## src/rtl/assert_macros.svh

```systemverilog
// ---------------------------------------------------------------------------
// assert_macros.svh
// Clocked assertion macros shared by the rtl, empty for synthesis
// ---------------------------------------------------------------------------
`ifndef ASSERT_MACROS_SVH
`define ASSERT_MACROS_SVH
`ifndef SYNTHESIS
// property must hold at every clock edge outside reset
`define ASSERT_ALWAYS(label, clk, rst, prop) \
   label: assert property (@(posedge clk) disable iff (rst) (prop)) \
      else $error("assertion failed: label");
// consequent must hold in the cycle after the antecedent
`define ASSERT_NEXT(label, clk, rst, ante, cons) \
   label: assert property (@(posedge clk) disable iff (rst) (ante) |=> (cons)) \
      else $error("assertion failed: label");
`else
`define ASSERT_ALWAYS(label, clk, rst, prop)
`define ASSERT_NEXT(label, clk, rst, ante, cons)
`endif
`endif

```

## src/rtl/slid_pkg.sv

```systemverilog
// ---------------------------------------------------------------------------
// slid_pkg
// Constants, codes and link types of the sorted table cell chain
// ---------------------------------------------------------------------------
package slid_pkg;

   // table geometry
   localparam int CAPACITY    = 16;
   localparam int VALUE_WIDTH = 32;
   localparam int COUNT_WIDTH = $clog2(CAPACITY + 1);

   // operation codes
   localparam logic [1:0] ACT_INSERT = 2'd0;
   localparam logic [1:0] ACT_DELETE = 2'd1;
   localparam logic [1:0] ACT_CLEAR  = 2'd2;

   // result status codes
   localparam logic [1:0] ST_DONE      = 2'd0;
   localparam logic [1:0] ST_NOT_FOUND = 2'd1;
   localparam logic [1:0] ST_FULL      = 2'd2;

   // operation broadcast to every cell
   typedef struct packed {
      logic                   load;
      logic [1:0]             action;
      logic [VALUE_WIDTH-1:0] value;
   } slid_cmd_type;

   // what one cell shows its neighbours
   typedef struct packed {
      logic [VALUE_WIDTH-1:0] entry;
      logic                   valid;
      logic                   lt;   // entry sits ahead of the new value
      logic                   hit;  // first match found here or further left
   } slid_link_type;

endpackage

```

## src/rtl/slid_cell.sv

```systemverilog
// ---------------------------------------------------------------------------
// slid_cell
// One slot of the sorted table: holds an entry and shifts with neighbours
// ---------------------------------------------------------------------------
module slid_cell
   import slid_pkg::*;
(
   input  logic          clock,
   input  logic          reset,
   input  slid_cmd_type  cmd,
   input  slid_link_type left_link,
   input  slid_link_type right_link,
   output slid_link_type this_link
);

   logic [VALUE_WIDTH-1:0] entry_ff, entry_in;
   logic                   valid_ff, valid_in;
   logic                   lt, match;

   // local compares against the broadcast value
   assign lt    = valid_ff && ($signed(entry_ff) < $signed(cmd.value));
   assign match = valid_ff && (entry_ff == cmd.value);

   assign this_link.entry = entry_ff;
   assign this_link.valid = valid_ff;
   assign this_link.lt    = lt;
   assign this_link.hit   = left_link.hit | match;

   // next slot contents
   always_comb begin
      entry_in = entry_ff;
      valid_in = valid_ff;
      case (cmd.action)
         ACT_INSERT: begin
            if (!lt) begin
               if (left_link.lt) begin
                  entry_in = cmd.value;
                  valid_in = 1'b1;
               end else begin
                  entry_in = left_link.entry;
                  valid_in = left_link.valid;
               end
            end
         end
         ACT_DELETE: begin
            if (left_link.hit || match) begin
               entry_in = right_link.entry;
               valid_in = right_link.valid;
            end
         end
         ACT_CLEAR: begin
            valid_in = 1'b0;
         end
         default: begin
         end
      endcase
   end

   // valid bit under reset
   always_ff @(posedge clock) begin
      if (reset) begin
         valid_ff <= 1'b0;
      end else if (cmd.load) begin
         valid_ff <= valid_in;
      end
   end

   // entry payload
   always_ff @(posedge clock) begin
      if (cmd.load) begin
         entry_ff <= entry_in;
      end
   end

endmodule

```

## src/rtl/sorted_list_insert_delete_unit.sv

```systemverilog
// ---------------------------------------------------------------------------
// sorted_list_insert_delete_unit
// Bounded ascending table of signed values built as a chain of cells
// ---------------------------------------------------------------------------
// Usage:
//   req channel: one beat per operation, tuser carries the action code
//   (insert, delete first equal, clear), tdata the value.
//   rsp channel: one beat per operation with status in tuser and the entry
//   count, smallest-valid flag and smallest entry in tdata.
//   Every cell compares its entry with the broadcast value and takes its
//   own, the new value or a neighbour's entry, so an operation completes
//   in the cycle it is accepted; the result is presented on the next cycle
//   and one beat per cycle is sustained while rsp_tready stays high.
//   The delete match ripples left to right through the whole chain of
//   cells; the compare followed by that ripple sets the cycle time.
//   A pending result holds rsp_tvalid; req_tready is low while it waits and
//   the receiver stalls, and rises again in the cycle it is taken.
//   Reset empties the table at once (valid bits and count clear); no
//   clearing pass is needed.
// ---------------------------------------------------------------------------
`include "assert_macros.svh"

module sorted_list_insert_delete_unit
   import slid_pkg::*;
(
   input  logic        clock,
   input  logic        reset,
   // request stream
   input  logic        req_tvalid,
   output logic        req_tready,
   input  logic [39:0] req_tdata,   // [31:0] value, [39:32] zero
   input  logic [1:0]  req_tuser,   // [1:0] action
   // response stream
   output logic        rsp_tvalid,
   input  logic        rsp_tready,
   output logic [39:0] rsp_tdata,   // [4:0] entry_count, [5] smallest_valid,
                                    // [37:6] smallest, [39:38] zero
   output logic [1:0]  rsp_tuser    // [1:0] status
);

   logic                   accept;
   logic                   full, found;
   logic                   rsp_valid_ff, rsp_valid_in;
   logic [1:0]             status_ff, status_in;
   logic [COUNT_WIDTH-1:0] count_ff, count_in;
   slid_cmd_type           cmd;
   slid_link_type          links [CAPACITY];
   slid_link_type          head_link, tail_link;

   // handshake: take a beat when no result is left waiting
   assign req_tready = !rsp_valid_ff || rsp_tready;
   assign accept     = req_tvalid && req_tready;

   assign full  = links[CAPACITY-1].valid;
   assign found = links[CAPACITY-1].hit;

   // broadcast command, a full-table insert leaves the cells alone
   always_comb begin
      cmd.action = req_tuser;
      cmd.value  = req_tdata[VALUE_WIDTH-1:0];
      cmd.load   = accept && !((req_tuser == ACT_INSERT) && full);
   end

   // boundaries of the chain
   always_comb begin
      head_link.entry = '0;
      head_link.valid = 1'b1;
      head_link.lt    = 1'b1;
      head_link.hit   = 1'b0;
      tail_link.entry = '0;
      tail_link.valid = 1'b0;
      tail_link.lt    = 1'b0;
      tail_link.hit   = 1'b0;
   end

   // chain of cells
   for (genvar i = 0; i < CAPACITY; i++) begin : g_cell
      slid_link_type left_sel, right_sel;
      if (i == 0) begin : g_first
         assign left_sel = head_link;
      end else begin : g_mid
         assign left_sel = links[i-1];
      end
      if (i == CAPACITY - 1) begin : g_last
         assign right_sel = tail_link;
      end else begin : g_inner
         assign right_sel = links[i+1];
      end
      slid_cell u_cell (
         .clock      (clock),
         .reset      (reset),
         .cmd        (cmd),
         .left_link  (left_sel),
         .right_link (right_sel),
         .this_link  (links[i])
      );
   end

   // status and count of the accepted beat
   always_comb begin
      status_in = ST_DONE;
      count_in  = count_ff;
      case (req_tuser)
         ACT_INSERT: begin
            if (full) begin
               status_in = ST_FULL;
            end else begin
               count_in = count_ff + COUNT_WIDTH'(1);
            end
         end
         ACT_DELETE: begin
            if (found) begin
               count_in = count_ff - COUNT_WIDTH'(1);
            end else begin
               status_in = ST_NOT_FOUND;
            end
         end
         ACT_CLEAR: begin
            count_in = '0;
         end
         default: begin
         end
      endcase
   end

   // response valid flag
   always_comb begin
      rsp_valid_in = rsp_valid_ff;
      if (accept) begin
         rsp_valid_in = 1'b1;
      end else if (rsp_tready) begin
         rsp_valid_in = 1'b0;
      end
   end

   // control registers
   always_ff @(posedge clock) begin
      if (reset) begin
         rsp_valid_ff <= 1'b0;
         count_ff     <= '0;
         status_ff    <= ST_DONE;
      end else begin
         rsp_valid_ff <= rsp_valid_in;
         if (accept) begin
            count_ff  <= count_in;
            status_ff <= status_in;
         end
      end
   end

   // result beat straight from the table state
   assign rsp_tvalid = rsp_valid_ff;
   assign rsp_tuser  = status_ff;
   assign rsp_tdata  = {2'b00,
                        links[0].valid ? 32'(links[0].entry) : 32'd0,
                        links[0].valid,
                        5'(count_ff)};

   // checks
   `ASSERT_ALWAYS(a_count_bound, clock, reset, count_ff <= COUNT_WIDTH'(CAPACITY))
   `ASSERT_ALWAYS(a_head_matches_count, clock, reset,
                  links[0].valid == (count_ff != '0))
   `ASSERT_ALWAYS(a_tail_matches_count, clock, reset,
                  links[CAPACITY-1].valid == (count_ff == COUNT_WIDTH'(CAPACITY)))
   `ASSERT_NEXT(a_insert_grows, clock, reset,
                accept && (req_tuser == ACT_INSERT) && !full,
                count_ff == $past(count_ff) + COUNT_WIDTH'(1))

endmodule
```

## config.mk

```make
export PLATFORM = sky130hd
export DESIGN_NAME = sorted_list_insert_delete_unit
export DESIGN_NICKNAME = d
export VERILOG_FILES = /design/src/rtl/slid_pkg.sv /design/src/rtl/slid_cell.sv /design/src/rtl/sorted_list_insert_delete_unit.sv
export VERILOG_INCLUDE_DIRS = /design/src /design/src/rtl
export SDC_FILE = /design/constraint.sdc
export NUM_CORES = 2
export LEC_CHECK = 0
export BUFFER_PORTS_ARGS = -buffer_cell sky130_fd_sc_hd__buf_2
export CAP_MARGIN = 20
export CORE_MARGIN = 2
export CORE_UTILIZATION = 45
export CTS_BUF_LIST = sky130_fd_sc_hd__clkbuf_8
export CTS_CLUSTER_DIAMETER = 60
export DETAILED_ROUTE_END_ITERATION = 8
export PLACE_DENSITY = 0.6
export SYNTH_ARGS = -nofsm -noshare
export SYNTH_HDL_FRONTEND = slang
export SYNTH_SLANG_ARGS = --single-unit
```

## constraint.sdc

```tcl
create_clock -name clock -period 13.7 [get_ports clock]
set_input_delay 2.055 -clock clock [delete_from_list [all_inputs] [get_ports clock]]
set_output_delay 2.055 -clock clock [all_outputs]
set_load 0.05 [all_outputs]
```

After elaboration in Yosys (flattened, before gate mapping)
Cells that the tools add are included.

operators by class
  add/sub/neg operators = 2
  $lt $le $gt $ge = 16
  eq/ne operators = 52
  mux-type cells = 135
  bitwise operators = 15
  reduce and logical (&&, ||, !) cells = 90

operators with widths
  kind                 count
  $mux 32              48
  $pmux 32 s2          16
  $eq 32x32->1         16
  $lt 32x32->1         16
  $reduce_and 4->1     33
  $mux 1               50
  $pmux 1 s3           16
  $ne 2x2->1 const B   18
  $logic_and 1x1->1    35
  $ne 2x1->1 const B   16
  $logic_or 1x1->1     16
  $or 1x1->1           15
  $pmux 5 s3           1
  $mux 5               2
  $add 5x1->5 const B  1
  $sub 5x1->5 const B  1
  $pmux 2 s2           1
  $reduce_bool 2->1    2
  $reduce_bool 3->1    1
  $eq 2x1->1 const B   1
  $eq 2x2->1 const B   1
  $logic_not 1->1      2
  $logic_not 2->1      1
  $mux 2               1

storage, ports and cells
  bits in registers = 536
  input port bits = 46
  word-level logic and storage cells = 345

Longest topological paths before layout
  depth after elaboration = 19
  depth in mapped cells = 12
  depth with buffers taken out = 10

Modules after synthesis
From an unflattened synthesis, not the netlist that was laid out.

second synthesis, totals
  cell total of the unflattened synthesis = 4685
  area total of the unflattened synthesis = 43724.4 sq um

modules (own cells, without submodules)
  module                          times used  cells an instance  area each (sq um)  seq. area each (sq um)
  slid_cell                       16          287                2686.3             980.9
  sorted_list_insert_delete_unit  1           93                 743.2              160.2

Least setup slack after synthesis
Ideal clock, no wire load.

  kind = input to register
  start = input req_tdata[17]
  end = register g_cell[2].u_cell.entry_ff[0], enable pin
  setup time = 474 ps
  arrival time = 6711 ps
  data required time = 13226 ps
  slack = 6515 ps
  stages = 11
  buffers on the path = 2
  cells stage by stage = inv_1 -> ha_1 -> a211oi_1 -> o21bai_1 -> a211oi_1 -> o21ai_1 -> a2111oi_2 -> mux2i_1 -> buf_2 -> buf_2 -> a221oi_1

between the ends
  word-level cells in the longest chain between the ends = 6

RTL lines
  element                                                               line                                  RTL
  start, declared                                                       sorted_list_insert_delete_unit.sv:31  input logic [39:0] req_tdata,
  parallel branches: the longest is 5 deep, another holds $lt 32x32->1  --
  $reduce_and 4->1 (no line) (*)                                        --
  end signal, assigned                                                  slid_cell.sv:71                       entry_ff <= entry_in;
  end, declared                                                         slid_cell.sv:16                       logic [VALUE_WIDTH-1:0] entry_ff, entry_in;

Every way passes the cells marked *.
A chain may end at the register's enable or synchronous reset.

Final worst setup path
  start = input req_tdata[31]
  end = register g_cell[11].u_cell.entry_ff[23], enable pin

between the ends
  word-level cells in the longest chain between the ends = 15

RTL lines
  element                         line             RTL
  $eq 32x32->1                    slid_cell.sv:22  assign match = valid_ff && (entry_ff == cmd.value);
  $logic_and 1x1->1               slid_cell.sv:22
  $or 1x1->1 (10 in a row)        slid_cell.sv:27  assign this_link.hit = left_link.hit | match;
  $logic_or 1x1->1                slid_cell.sv:46  if (left_link.hit || match) begin
  $ne 2x1->1 (no line)            --
  $reduce_and 4->1 (no line) (*)  --
  end signal, assigned            slid_cell.sv:71
  end, declared                   slid_cell.sv:16

Every way passes the cells marked *; elsewhere a longest branch is shown, timed or not.

==> results.sh <==
export IMPL_root_buffer="clkbuf_8"
export IMPL_wl_met1_mm=61.48
export IMPL_yosys_top_cells_area="edfxtp_1, ha_1, a221o_1, nor3b_1, mux2i_1"
export IMPL_yosysUniqueCellTypes=82
export IMPL_dpl_hpwl_mm=100.7
export IMPL_crit_fanout=17
export IMPL_hold_depth=2
export IMPL_viasPerCell=6.603
export IMPL_drtIter0Drc=3773
export IMPL_power_leakage_nw=17.15
export IMPL_dr_pass1_iters=8
export IMPL_r2r_slack_ns=8.63
export IMPL_grt_first_pass_wirelength_mm=204.0
export IMPL_holdCritStartpoint="rsp_tuser[1]"
export IMPL_finalHoldViolCount=0
export IMPL_core_area_mm2=0.08475
export IMPL_multi_input_area_mm2=0.02159
export IMPL_yosysMostFrequentCell="ha_1"
export IMPL_finalSetupViolations=0
export IMPL_syn_inst=3525
export IMPL_ys_ff_latch=536
export IMPL_switching_share_pct=31.29
export IMPL_fin_worst_skew_ns=0.02807
export IMPL_p_sw_mw=1.390
export IMPL_min_to="rsp_tuser[1]"
export IMPL_met3_wirelength_mm=11.33
export IMPL_antenna_found_initial=8
export IMPL_postCtsSetupBuffers=0
export IMPL_fmax_mhz=149.9
export IMPL_cp_end_kind="flop"
export IMPL_grt_use_total_pct=31.71
export IMPL_slew_headroom_pct=19.94
export IMPL_tightest_slew_ns=1.201
export IMPL_totalWireLength_mm=140.1
export IMPL_yosysTopAreaCell="edfxtp_1"
export IMPL_clkPwrFrac_pct=36.4
export IMPL_syn_to_final_growth_pct=9.869
export IMPL_port_buffers=79
export IMPL_fillers=7789
export IMPL_path_class="primary input to flop"
export IMPL_period_share_pct=48.70
export IMPL_grt_pass1_vias=29330
export IMPL_ant_nets=0
export IMPL_fin_util_pct=49.72
export IMPL_clock_latency_ns=0.73
export IMPL_rsz0062_at_grt="no"
export IMPL_synth_edff_count=512
export IMPL_overflow=0
export IMPL_seq_area_mm2=0.01586
export IMPL_synth_seq_area_share_pct=41.34
export IMPL_gp_congestion=0.9612
export IMPL_highest_layer="met5"
export IMPL_die_w_um=295.9
export IMPL_min_period_ns=6.672
export IMPL_num_rows=107
export IMPL_fin_cells=4772
export IMPL_timing_rr_end="g_cell[11].u_cell.entry_ff[23]"
export IMPL_synthArstFlopShare_pct=0
export IMPL_cp_start_kind="primary input"
export IMPL_layout_drive_gt1_share_pct=9.666
export IMPL_drv_cap=0
export IMPL_nets=4101
export IMPL_synth_ff_type="edfxtp_1"
export IMPL_reg2reg_from="g_cell[2].u_cell.entry_ff[21]"
export IMPL_chipHeight_um=295.9
export IMPL_p_per_area_mw_per_mm2=105.4
export IMPL_ys_warn_count=0
export IMPL_wl_per_cell_um=29.37
export IMPL_cts_path_max_buffers=3
export IMPL_tns_ns=0
export IMPL_drv_slew=0
export IMPL_dr_wl_met2_mm=59.59
export IMPL_cts_tree="done"
export IMPL_combPwrFrac_pct=18.8
export IMPL_clock_sinks=536
export IMPL_intPower_mw=3.052
export IMPL_start_util_pct=45.25
export IMPL_grt_max_degree=158
export IMPL_status="finished clean"
export IMPL_ys_top_cells_by_count="ha_1, edfxtp_1, a221o_1"
export IMPL_r2r_worst_path_cells=8
export IMPL_via_count=31510
export IMPL_pwr_share_seq_pct=44.8
export IMPL_die_area_mm2=0.08757
export IMPL_synth_area_mm2=0.03835
export IMPL_finalPower_mw=4.442
export IMPL_cts_resized=0
export IMPL_h_tree_depth=3
export IMPL_critPathArrivalTime_ns=7.04
export IMPL_syn_avg_cell_area_um2=10.88
export IMPL_numCtsBuffers=101
export IMPL_critPathLaunch="req_tdata[31]"
export IMPL_vdd_drop_max_mv=0.06537
export IMPL_yosys_area_top_type_share_pct=40.09
export IMPL_drc=0
export IMPL_critPathRequiredTime_ns=14.07
export IMPL_clk_pin_slew_ns=0.06
export IMPL_ioPinCount=90
export IMPL_dp_cells=4575
export IMPL_hold_path_class="flop to flop"
export IMPL_cts_hold_fix_buffers=0
export IMPL_worst_hold_slack_ns=0.4661
## stage by stage
step	cell area, um^2	setup slack [ns]
2_1_floorplan	38350	6.515
3_3_place_gp	40110	6.317
3_5_place_dp	40120	6.429
4_1_cts	42110	7.188
5_1_grt	42130	6.902
6_report	42140	7.028
## cells in the final DEF, fill, tap and decap left out, types with 98 or more instances in the layout
cell type	count
ha_1	518
edfxtp_1	512
a221o_1	349
nor3b_1	249
nand2_1	211
nor2_1	197
a21oi_1	182
o21ai_0	141
mux2i_1	135
clkbuf_8	114
inv_1	98
## final cells by class
type	count	share of cell area (%)
antenna	7	0.04157
timing repair buffer	153	2.340
clock inverter	75	1.004
sequential	536	37.63
multi-input combinational	2674	51.24
tap	1144	3.397
clock buffer	114	3.724
inverter	69	0.6206
## per-layer routing
layer  up-vias  GRT usage (%)
met5         -              0
met4         2          16.47
met3       259          4.849
met2      1430          46.39
met1     15640          45.28
li1      14180              -
## worst max-delay path, cell delays in order
cell	delay, ns
buf_2	0.25
inv_1	0.42
ha_1	0.50
nand4_1	0.17
nor4_2	1.02
nand3_1	0.58
o41ai_4	0.24
nor2_1	0.29
a221oi_4	0.99
buf_4	0.49
## power by group through the flow
stage	Clock, mW	Sequential (mW)	Combinational (mW)
final	1.62	1.99	0.834
after global routing	1.70	2.00	0.910
after CTS	1.63	1.99	0.819
after detailed placement	0	2.02	0.815
after global placement	0	2.02	0.797
after floorplan	0	1.99	0.558
## kinds of logic (layout without fill, tap and decap cells)
| group | count (synthesis) | after routing | share of synthesized area [%] |
|---|---|---|---|
| AOI/OAI and AO/OA | 929 | 929 | 18.68 |
| and+or+nand+nor | 1077 | 1077 | 15.86 |
| buffers and inverters | 316 | 411 | 3.311 |
| DFF | 536 | 536 | 41.34 |
| muxes | 143 | 143 | 3.742 |
| adders and majority gates | 520 | 520 | 16.98 |
| other | 1 | 9 | 0.009778 |
| xor gates and xnor gates | 3 | 3 | 0.06853 |
## sequential cells by signal, summed over array words and instances, names as in the netlist
name	cells
g_cell.u_cell.valid_ff	16
g_cell.u_cell.entry_ff	512
rsp_tvalid	1
count_ff	5
rsp_tuser	2
## worst max path at each step
stage / slack [ns] / endpoint / cells past startpoint
6_report: 7.03 / g_cell[11].u_cell.entry_ff[23] / 10
5_1_grt: 6.90 / g_cell[11].u_cell.entry_ff[23] / 11
4_1_cts: 7.19 / g_cell[11].u_cell.entry_ff[23] / 10
3_5_place_dp: 6.43 / g_cell[11].u_cell.entry_ff[22] / 11
3_3_place_gp: 6.32 / g_cell[9].u_cell.entry_ff[8] / 13
2_1_floorplan: 6.52 / g_cell[2].u_cell.entry_ff[0] / 11
Note: power is estimated with default switching activity, not from simulation.
